`src/design/dmg_pkg.sv`:
```
// dropout mask generator package: constants, codes and beat types
package dmg_pkg;

	localparam int BLOCK_LOG2  = 16;
	localparam int BLOCK_ELEMS = 1 << BLOCK_LOG2;
	localparam int ROOM_W      = BLOCK_LOG2 + 1;
	localparam int LANES       = 4;
	localparam int LANE_W      = 16;

	localparam logic [63:0] GOLDEN    = 64'h9E3779B97F4A7C15;
	localparam logic [63:0] MIX_A     = 64'hBF58476D1CE4E5B9;
	localparam logic [63:0] MIX_B     = 64'h94D049BB133111EB;
	localparam logic [63:0] BLOCK_MUL = 64'hD1B54A32D192ED03;

	localparam logic [63:0] SEED_RESET = GOLDEN;
	localparam logic [16:0] THRESH_RESET = 17'd0;
	localparam logic [31:0] KEEP_RESET = 32'h3F800000;

	typedef logic [1:0] action_t;
	localparam action_t ACT_NEXT     = 2'd0;
	localparam action_t ACT_EXPLICIT = 2'd1;
	localparam action_t ACT_AUTO     = 2'd2;
	localparam action_t ACT_RESERVE  = 2'd3;

	typedef logic [1:0] cfg_idx_t;
	localparam cfg_idx_t CFG_SEED   = 2'd0;
	localparam cfg_idx_t CFG_THRESH = 2'd1;
	localparam cfg_idx_t CFG_KEEP   = 2'd2;

	typedef logic [3:0] op_t;
	localparam op_t OP_NOP      = 4'd0;
	localparam op_t OP_DRAW     = 4'd1;
	localparam op_t OP_RESERVE  = 4'd2;
	localparam op_t OP_START    = 4'd3;
	localparam op_t OP_BLOCK    = 4'd4;
	localparam op_t OP_KEY_MIX  = 4'd5;
	localparam op_t OP_SM_MIX   = 4'd6;
	localparam op_t OP_MIX_B    = 4'd7;
	localparam op_t OP_KEY_SET  = 4'd8;
	localparam op_t OP_LOW_SET  = 4'd9;
	localparam op_t OP_HIGH_SET = 4'd10;

	typedef struct packed {
		action_t action;
		logic    need_reseed;
		logic    mul_done;
		logic    out_blocked;
	} status_t;

	typedef struct packed {
		logic [1:0]  action;
		logic [63:0] stream_number;
		logic [31:0] mask_length;
		logic [31:0] reserve_count;
	} in_t;

	typedef struct packed {
		logic [31:0] mask_lane0;
		logic [31:0] mask_lane1;
		logic [31:0] mask_lane2;
		logic [31:0] mask_lane3;
		logic [2:0]  lanes_valid;
		logic        last_group;
		logic [63:0] reserved_base;
	} out_t;

endpackage

```
`src/design/dropout_mask_generator_core.sv`:
```
// dropout mask generator top level: controller, datapath and config port
// a next-group or reserve beat is accepted each cycle while idle and the output is not blocked;
//   its result is registered for the next cycle. a start beat's result is returned likewise, then
//   the stream key takes three multiplies before the next beat is taken
// a group at a block boundary is reseeded by five multiplies before it is drawn and returned
// reset: seed 0x9E3779B97F4A7C15, threshold 0, keep 0x3F800000, all stream state zero
module dropout_mask_generator_core import dmg_pkg::*; (
	input  logic        clk,
	input  logic        arst_n,
	input  logic        item_valid,
	output logic        item_stall,
	input  in_t         item,
	output logic        result_valid,
	input  logic        result_stall,
	output out_t        result,
	input  logic        cfg_valid,
	output logic        cfg_ready,
	input  cfg_idx_t    cfg_index,
	input  logic [63:0] cfg_data
);

	op_t     op;
	status_t status;

	assign cfg_ready = 1'b1;

	dmg_ctrl u_ctrl (
		.clk       (clk),
		.arst_n    (arst_n),
		.item_valid(item_valid),
		.item_stall(item_stall),
		.status    (status),
		.op        (op)
	);

	dmg_dpath u_dpath (
		.clk         (clk),
		.arst_n      (arst_n),
		.op          (op),
		.item        (item),
		.status      (status),
		.result_valid(result_valid),
		.result_stall(result_stall),
		.result      (result),
		.cfg_valid   (cfg_valid && cfg_ready),
		.cfg_index   (cfg_index),
		.cfg_data    (cfg_data)
	);

	a_last_has_lanes: assert property (@(posedge clk) disable iff (!arst_n)
		result_valid && result.last_group |-> result.lanes_valid != 3'd0)
		else $error("last group beat with no valid lanes");

	a_short_lane_zero: assert property (@(posedge clk) disable iff (!arst_n)
		result_valid && result.lanes_valid != 3'd4 |-> result.mask_lane3 == 32'd0)
		else $error("invalid lane carries data");

	a_accept_op: assert property (@(posedge clk) disable iff (!arst_n)
		item_valid && !item_stall |->
		op == OP_DRAW || op == OP_RESERVE || op == OP_START || op == OP_BLOCK)
		else $error("accepted beat without a matching command");

	a_reseed_busy: assert property (@(posedge clk) disable iff (!arst_n)
		op == OP_BLOCK |=> item_stall)
		else $error("beat taken during block reseed");

	a_start_result: assert property (@(posedge clk) disable iff (!arst_n)
		op == OP_START |=> result_valid)
		else $error("start beat produced no result");

endmodule

```
`src/design/dmg_mul.sv`:
```
// 64 by 64 low-half multiplier, one 32 by 32 partial product per cycle
module dmg_mul import dmg_pkg::*; (
	input  logic        clk,
	input  logic        arst_n,
	input  logic        start,
	input  logic [63:0] a,
	input  logic [63:0] b,
	output logic        done,
	output logic [63:0] p
);

	localparam logic [1:0] STEP_LL = 2'd0;
	localparam logic [1:0] STEP_LH = 2'd1;
	localparam logic [1:0] STEP_HL = 2'd2;

	logic [63:0] a_q, b_q, acc_q;
	logic [1:0]  step_q;
	logic        busy_q, done_q;
	logic [31:0] ma, mb;
	logic [63:0] prod;

	assign ma   = (step_q == STEP_HL) ? a_q[63:32] : a_q[31:0];
	assign mb   = (step_q == STEP_LH) ? b_q[63:32] : b_q[31:0];
	assign prod = 64'(ma) * 64'(mb);
	assign done = done_q;
	assign p    = acc_q;

	always_ff @(posedge clk or negedge arst_n) begin
		if (!arst_n) begin
			step_q <= STEP_LL;
			busy_q <= 1'b0;
			done_q <= 1'b0;
		end else begin
			done_q <= !start && busy_q && (step_q == STEP_HL);
			if (start) begin
				step_q <= STEP_LL;
				busy_q <= 1'b1;
			end else if (busy_q) begin
				unique case (step_q)
					STEP_LL: step_q <= STEP_LH;
					STEP_LH: step_q <= STEP_HL;
					STEP_HL: busy_q <= 1'b0;
					default: busy_q <= 1'b0;
				endcase
			end
		end
	end

	always_ff @(posedge clk) begin
		if (start) begin
			a_q <= a;
			b_q <= b;
		end else if (busy_q) begin
			if (step_q == STEP_LL) begin
				acc_q <= prod;
			end else begin
				acc_q[63:32] <= acc_q[63:32] + prod[31:0];
			end
		end
	end

endmodule

```
`src/design/dmg_dpath.sv`:
```
// datapath: config registers, stream state, xorshift draw, splitmix operands, result register
module dmg_dpath import dmg_pkg::*; (
	input  logic        clk,
	input  logic        arst_n,
	input  op_t         op,
	input  in_t         item,
	output status_t     status,
	output logic        result_valid,
	input  logic        result_stall,
	output out_t        result,
	input  logic        cfg_valid,
	input  cfg_idx_t    cfg_index,
	input  logic [63:0] cfg_data
);

	logic [63:0] seed_q, key_q, low_q, high_q, next_q, active_q, sm_q;
	logic [16:0] thr_q;
	logic [31:0] keep_q;
	logic [31:0] pos_q, len_q;
	logic        valid_q;
	out_t        out_q;

	logic                  mul_start, mul_done;
	logic [63:0]           mul_a, mul_b, mul_p;
	logic [63:0]           stream_sel, blk_idx, w_base, w, mix_out;
	logic [BLOCK_LOG2-1:0] offset;
	logic [ROOM_W-1:0]     room;
	logic                  len_nz;
	logic [63:0]           x, nh, r;
	logic [2:0]            cap_len, cap_room, n;
	logic [31:0]           lane_val [LANES];
	logic                  emit;
	out_t                  out_d;

	dmg_mul u_mul (
		.clk   (clk),
		.arst_n(arst_n),
		.start (mul_start),
		.a     (mul_a),
		.b     (mul_b),
		.done  (mul_done),
		.p     (mul_p)
	);

	assign offset     = pos_q[BLOCK_LOG2-1:0];
	assign len_nz     = (len_q != 32'd0);
	assign room       = ROOM_W'(BLOCK_ELEMS) - {1'b0, offset};
	assign blk_idx    = 64'(pos_q >> BLOCK_LOG2);
	assign stream_sel = (item.action == ACT_AUTO) ? next_q : item.stream_number;
	assign mix_out    = mul_p ^ (mul_p >> 31);

	assign status.action      = item.action;
	assign status.need_reseed = len_nz && (offset == '0);
	assign status.mul_done    = mul_done;
	assign status.out_blocked = valid_q && result_stall;

	// xorshift128+ step
	assign x  = low_q ^ (low_q << 23);
	assign nh = x ^ high_q ^ (x >> 17) ^ (high_q >> 26);
	assign r  = nh + high_q;

	assign cap_len  = (len_q < 32'(LANES)) ? len_q[2:0] : 3'(LANES);
	assign cap_room = (room < ROOM_W'(LANES)) ? room[2:0] : 3'(LANES);
	assign n        = (cap_room < cap_len) ? cap_room : cap_len;

	always_comb begin
		for (int k = 0; k < LANES; k++) begin
			if ((3'(k) < n) && ({1'b0, r[k*LANE_W +: LANE_W]} >= thr_q)) begin
				lane_val[k] = keep_q;
			end else begin
				lane_val[k] = 32'd0;
			end
		end
	end

	always_comb begin
		unique case (op)
			OP_KEY_MIX: w_base = seed_q ^ mul_p;
			OP_SM_MIX:  w_base = key_q ^ mul_p;
			default:    w_base = sm_q;
		endcase
		w = w_base + GOLDEN;
	end

	always_comb begin
		mul_start = 1'b1;
		mul_a     = w ^ (w >> 30);
		mul_b     = MIX_A;
		unique case (op)
			OP_START: begin
				mul_a = stream_sel;
				mul_b = GOLDEN;
			end
			OP_BLOCK: begin
				mul_a = blk_idx;
				mul_b = BLOCK_MUL;
			end
			OP_KEY_MIX, OP_SM_MIX, OP_LOW_SET: begin
				mul_b = MIX_A;
			end
			OP_MIX_B: begin
				mul_a = mul_p ^ (mul_p >> 27);
				mul_b = MIX_B;
			end
			default: mul_start = 1'b0;
		endcase
	end

	always_comb begin
		emit  = 1'b0;
		out_d = '0;
		unique case (op)
			OP_START: begin
				emit                = 1'b1;
				out_d.reserved_base = stream_sel;
			end
			OP_RESERVE: begin
				emit                = 1'b1;
				out_d.reserved_base = next_q;
			end
			OP_DRAW: begin
				emit                = 1'b1;
				out_d.mask_lane0    = lane_val[0];
				out_d.mask_lane1    = lane_val[1];
				out_d.mask_lane2    = lane_val[2];
				out_d.mask_lane3    = lane_val[3];
				out_d.lanes_valid   = n;
				out_d.last_group    = len_nz && ((len_q - 32'(n)) == 32'd0);
				out_d.reserved_base = active_q;
			end
			default: emit = 1'b0;
		endcase
	end

	always_ff @(posedge clk or negedge arst_n) begin
		if (!arst_n) begin
			seed_q   <= SEED_RESET;
			thr_q    <= THRESH_RESET;
			keep_q   <= KEEP_RESET;
			key_q    <= '0;
			low_q    <= '0;
			high_q   <= '0;
			pos_q    <= '0;
			len_q    <= '0;
			next_q   <= '0;
			active_q <= '0;
			valid_q  <= 1'b0;
		end else begin
			valid_q <= emit || (valid_q && result_stall);
			unique case (op)
				OP_START: begin
					active_q <= stream_sel;
					pos_q    <= '0;
					len_q    <= item.mask_length;
					low_q    <= '0;
					high_q   <= '0;
					if (item.action == ACT_AUTO) begin
						next_q <= next_q + 64'd1;
					end
				end
				OP_RESERVE: next_q <= next_q + 64'(item.reserve_count);
				OP_DRAW: begin
					if (len_nz) begin
						low_q  <= high_q;
						high_q <= nh;
						pos_q  <= pos_q + 32'(n);
						len_q  <= len_q - 32'(n);
					end
				end
				OP_KEY_SET: key_q <= mix_out;
				OP_LOW_SET: low_q <= mix_out;
				OP_HIGH_SET: begin
					// all-zero generator state is not allowed
					high_q <= ((low_q | mix_out) == 64'd0) ? 64'd1 : mix_out;
				end
				default: ;
			endcase
			if (cfg_valid) begin
				unique case (cfg_index)
					CFG_SEED: begin
						seed_q <= cfg_data;
						next_q <= '0;
					end
					CFG_THRESH: thr_q  <= cfg_data[16:0];
					CFG_KEEP:   keep_q <= cfg_data[31:0];
					default: ;
				endcase
			end
		end
	end

	always_ff @(posedge clk) begin
		if (emit) begin
			out_q <= out_d;
		end
		if ((op == OP_SM_MIX) || (op == OP_LOW_SET)) begin
			sm_q <= w;
		end
	end

	assign result_valid = valid_q;
	assign result       = out_q;

endmodule

```
`src/design/dmg_ctrl.sv`:
```
// controller: sequences mask starts, block reseeds, draws and reserves
module dmg_ctrl import dmg_pkg::*; (
	input  logic    clk,
	input  logic    arst_n,
	input  logic    item_valid,
	output logic    item_stall,
	input  status_t status,
	output op_t     op
);

	localparam logic [3:0] ST_IDLE = 4'd0;
	localparam logic [3:0] ST_K0   = 4'd1;
	localparam logic [3:0] ST_K1   = 4'd2;
	localparam logic [3:0] ST_K2   = 4'd3;
	localparam logic [3:0] ST_B0   = 4'd4;
	localparam logic [3:0] ST_B1   = 4'd5;
	localparam logic [3:0] ST_B2   = 4'd6;
	localparam logic [3:0] ST_B3   = 4'd7;
	localparam logic [3:0] ST_B4   = 4'd8;
	localparam logic [3:0] ST_DRAW = 4'd9;

	logic [3:0] state_q, state_d;
	logic       ready;

	assign ready      = (state_q == ST_IDLE) && !status.out_blocked;
	assign item_stall = !ready;

	always_comb begin
		op      = OP_NOP;
		state_d = state_q;
		unique case (state_q)
			ST_IDLE: begin
				if (item_valid && ready) begin
					unique case (status.action)
						ACT_NEXT: begin
							if (status.need_reseed) begin
								op      = OP_BLOCK;
								state_d = ST_B0;
							end else begin
								op = OP_DRAW;
							end
						end
						ACT_EXPLICIT, ACT_AUTO: begin
							op      = OP_START;
							state_d = ST_K0;
						end
						ACT_RESERVE: op = OP_RESERVE;
						default: op = OP_NOP;
					endcase
				end
			end
			ST_K0: begin
				if (status.mul_done) begin
					op      = OP_KEY_MIX;
					state_d = ST_K1;
				end
			end
			ST_K1: begin
				if (status.mul_done) begin
					op      = OP_MIX_B;
					state_d = ST_K2;
				end
			end
			ST_K2: begin
				if (status.mul_done) begin
					op      = OP_KEY_SET;
					state_d = ST_IDLE;
				end
			end
			ST_B0: begin
				if (status.mul_done) begin
					op      = OP_SM_MIX;
					state_d = ST_B1;
				end
			end
			ST_B1: begin
				if (status.mul_done) begin
					op      = OP_MIX_B;
					state_d = ST_B2;
				end
			end
			ST_B2: begin
				if (status.mul_done) begin
					op      = OP_LOW_SET;
					state_d = ST_B3;
				end
			end
			ST_B3: begin
				if (status.mul_done) begin
					op      = OP_MIX_B;
					state_d = ST_B4;
				end
			end
			ST_B4: begin
				if (status.mul_done) begin
					op      = OP_HIGH_SET;
					state_d = ST_DRAW;
				end
			end
			ST_DRAW: begin
				if (!status.out_blocked) begin
					op      = OP_DRAW;
					state_d = ST_IDLE;
				end
			end
			default: state_d = ST_IDLE;
		endcase
	end

	always_ff @(posedge clk or negedge arst_n) begin
		if (!arst_n) begin
			state_q <= ST_IDLE;
		end else begin
			state_q <= state_d;
		end
	end

endmodule

```
`config.mk`:
```
export PLATFORM = sky130hd
export DESIGN_NAME = dropout_mask_generator_core
export DESIGN_NICKNAME = d
export VERILOG_FILES = /design/src/design/dmg_pkg.sv /design/src/design/dropout_mask_generator_core.sv /design/src/design/dmg_mul.sv /design/src/design/dmg_dpath.sv /design/src/design/dmg_ctrl.sv
export SDC_FILE = /design/constraint.sdc
export NUM_CORES = 2
export LEC_CHECK = 0
export BUFFER_PORTS_ARGS = -buffer_cell sky130_fd_sc_hd__buf_2
export CORE_UTILIZATION = 59
export CTS_CLUSTER_DIAMETER = 30
export DETAILED_ROUTE_END_ITERATION = 16
export HOLD_SLACK_MARGIN = 0.05
export MAX_ROUTING_LAYER = met4
export PLACE_DENSITY = 0.8
export SYNTH_ARGS = -nofsm -noshare
export SYNTH_HDL_FRONTEND = slang
export SYNTH_SLANG_ARGS = --single-unit
```
`constraint.sdc`:
```
create_clock -name clk -period 42.6 [get_ports clk]
set_clock_uncertainty 0.2 [all_clocks]
set_input_delay 8.52 -clock clk [delete_from_list [all_inputs] [get_ports clk]]
set_output_delay 8.52 -clock clk [all_outputs]
set_load 0.01 [all_outputs]
```
==> run_results.csv <==
group,metric,value,unit
critical_path,critPathKind,"in -> out",
detailed_routing,antenna_left,0,
critical_path,startpoint_type,"primary input",
clock_tree,cts_buffer_depth,3,
logic_synthesis,ys_warn_count,0,
critical_path,cp_max_fo,5,
layout,syn_to_final_growth,13.7,%
detailed_routing,drc_errors,0,
logic_synthesis,syn_area_per_cell,9.48,um^2
placed_design,dp.cells,11200,
sta,fmax,55.8,MHz
critical_path,endpoint_kind,"primary output",
sta,hold_violations,0,
sta,setup_tns,0,ps
layout,finalNetCount,11100,
global_route,grt_pass1_vias,75600,
placed_design,numPortBuffers,398,
sta,max_slew_margin,11.6,%
sta,setup_viol,0,
logic_synthesis,synth_area,87200,um^2
critical_path,slowest_stage,"a211oi_4",
global_route,globalRouteOverflowTotal,0,
clock_tree,cts_post_setup_buffers_inserted,0,
logic_synthesis,synth_xor_area_share,6.39,%
logic_synthesis,synth-edff-count,402,
sta,rsz0062_at_grt,"no",
logic_synthesis,syn_inst,9203,
logic_synthesis,synth_nets,10800,
global_route,grtUsageTotal,46.6,%
floorplan,die_w,387,um
clock_tree,clk_root_buffer_cell,"clkbuf_16",
logic_synthesis,synth_compound_area_share,12.0,%
floorplan,dieArea,149000,um^2
min_path,min_path_type,"reg -> reg",
logic_synthesis,async_flop_share,55.7,%
clock_tree,cts_tree,"built",
logic_synthesis,synth-seq-cells,908,
sta,slew_viol_final,0,
sta,layout_min_cycle_time,17920,ps
placed_design,routabilityCongestion,1.07,
logic_synthesis,synthSimpleGateAreaFrac,14.9,%
detailed_routing,wirelength,339,mm
detailed_routing,wl_per_cell,29.1,um
floorplan,coreArea,146000,um^2
critical_path,crit_path_max_incr_delay,280,ps
layout,n_fill_cell,11400,
global_route,grt_start_max_net_pins,147,
detailed_routing,vias,75400,
clock_tree,cts_htree_levels,4,
floorplan,start_util,59.6,%
critical_path,critPathTopFamily,"buffers and inverters",
clock_tree,numCtsBuffers,218,
floorplan,pin_count,400,
logic_synthesis,yosysSeqAreaShare,28.4,%
layout,register_area,24800,um^2
floorplan,placementRows,140,
layout,fin_cells,11600,
logic_synthesis,synth_top_family_by_area,"adder cells",
critical_path,crit_chain,"buf_2 -> a211oi_4 -> nand2_1 -> buf_2",
sta,fin_crit_sh,42.1,%
floorplan,chipHeight,387,um
clock_tree,clock_latency,860,ps
outcome,status,"finished, final reports clean",
clock_tree,clk_pin_slew,60,ps
critical_path,cp_num_buf_inv,2,
detailed_routing,vias_per_cell,6.48,
critical_path,cp_data_arrival_time,9200,ps
logic_synthesis,synth.distinct_cells,111,
logic_synthesis,synthAdderAreaFrac,27.4,%
global_route,grt_pass1_wl,497,mm
layout,final_core_util,67.8,%
logic_synthesis,synth_mux_area_share,4.20,%
placed_design,dp_hpwl,257,mm
flow_run,drv_cap,0,
detailed_routing,drt-initial-drc-count,10300,
critical_path,cpMostUsedCell,"buf_2",
clock_tree,clock-sinks,908,
clock_tree,cts_resized,0,
layout,drive_above_1_share,13.1,%
clock_tree,hold_buffers,0,
sta,tightest_slew,1330,ps
logic_synthesis,synth_ff_type,"dfrtp_1",
detailed_routing,dr.pass1.iters,9,
critical_path,cp.required,33880,ps
global_route,grt_antenna_before_repair,18,
layout,multiInputGateArea,56800,um^2
[per-stage QoR]
step	worst slack, ps	hold slack (ps)	area, um^2
detailed placement	24700	252	91300
finish	24680	259	99200
global route	24660	281	99200
global placement	24700	248	91300
floorplan	17630	237	87200
CTS	24690	265	99100
[final timing paths]
path	startpoint	endpoint	slack [ps]	depth (start not counted)
worst min-delay path	u_dpath.seed_q[48]	u_dpath.seed_q[48]	260	2
worst max register to register	u_dpath.u_mul.step_q[1]	u_dpath.u_mul.p[62]	30120	39
max in group asynchronous	arst_n	u_dpath.active_q[48]	31480	4
worst min register to register	u_dpath.seed_q[48]	u_dpath.seed_q[48]	260	2
min in group asynchronous	arst_n	u_dpath.len_q[11]	7460	1
worst max-delay path	result_stall	item_stall	24680	4
[flip-flops by register name, indices dropped and copies added, names as in the netlist]
register              flops
u_dpath.sm_q             64
u_dpath.pos_q            32
u_dpath.u_mul.a_q        64
u_dpath.next_q           64
u_dpath.u_mul.step_q      2
u_dpath.thr_q            17
u_dpath.seed_q           64
u_dpath.low_q            64
u_dpath.keep_q           32
u_dpath.u_mul.b_q        14
u_ctrl.state_q            4
u_dpath.key_q            64
u_dpath.len_q            32
u_dpath.u_mul.p          64
u_dpath.high_q           64
u_dpath.u_mul.busy_q      1
u_dpath.u_mul.done        1
u_dpath.result_valid      1
u_dpath.result          196
u_dpath.active_q         64
[cell usage in the layout, fill, tap and decap left out, types with 45 or more instances in the layout]
cell type	count
inv_1	1053
nand2_1	1012
fa_1	900
nor2_1	769
a21oi_1	481
ha_1	468
dfrtp_1	461
xnor2_1	409
edfxtp_1	402
buf_2	397
o21ai_0	257
clkbuf_16	222
xor2_1	216
and2_1	202
nand3_1	190
mux2i_1	187
a21o_1	174
buf_4	174
mux2_2	154
nor3_1	152
a22oi_1	122
nand4_1	81
nor4_1	71
nor2b_1	63
o21a_1	63
and3_1	63
nand2b_1	56
a221o_1	52
dfstp_2	45
[layer usage]
layer	routed length [um]	vias to the layer above	track usage [%]	part of all wire [%]
met3	47800	1245	15.5	14
met1	123000	37100	58.1	36
met4	24700	0	27.3	7.3
met5	0	-	-	0
met2	144000	5478	65.8	42
li1	-	31600	-	-
[cells by family (layout without fill, tap and decap cells)]
logic type | after synthesis | in the layout
multiplexers | 345 | 345
AO/OA/AOI/OAI | 1582 | 1582
flip-flops | 908 | 908
buffers and inverters | 1545 | 2052
AND/OR/NAND/NOR | 2822 | 2822
XOR/XNOR | 631 | 631
other | 1 | 21
adder cells (fa/ha/maj) | 1369 | 1369
[tightest hold or removal path, cell delays in order (launching register included)]
cell	delay, ps
dfstp_2	370
nand2_1	50
nand2_1	40
[Yosys cell counts, types with 42 or more instances]
library cell  count  area [um^2]
a211oi_1         45          338
a21o_1          174         1310
a21oi_1         487         2440
a221o_1          52          521
a22oi_1         122          916
and2_1          204         1280
and3_1           63          394
buf_1            61          229
clkbuf_1        391         1470
dfrtp_1         461        11500
dfstp_2          45         1180
edfxtp_1        402        12100
fa_1            900        18000
ha_1            469         5870
inv_1          1054         3960
mux2_2          154         1730
mux2i_1         189         1890
nand2_1        1016         3810
nand2b_1         61          382
nand3_1         193          966
nand4_1          81          507
nor2_1          780         2930
nor2b_1          65          407
nor3_1          153          766
nor4_1           72          450
o21a_1           63          473
o21ai_0         257         1290
or3_1            42          263
xnor2_1         409         3580
xor2_1          216         1890
[layout make-up]
cell class / instances / area share [%]
diodes: 20 / 0.0505
clock buffers: 255 / 5.82
clock inverters: 162 / 2.06
inverters: 1061 / 4.02
multi-input cells: 6750 / 57.3
flip-flops and latches: 908 / 25.0
well taps: 1917 / 2.42
repair buffers: 574 / 3.38
Power is left out: the tool's default activity adds up to more than one toggle a clock period on the data nets, which glitch-free logic cannot reach.
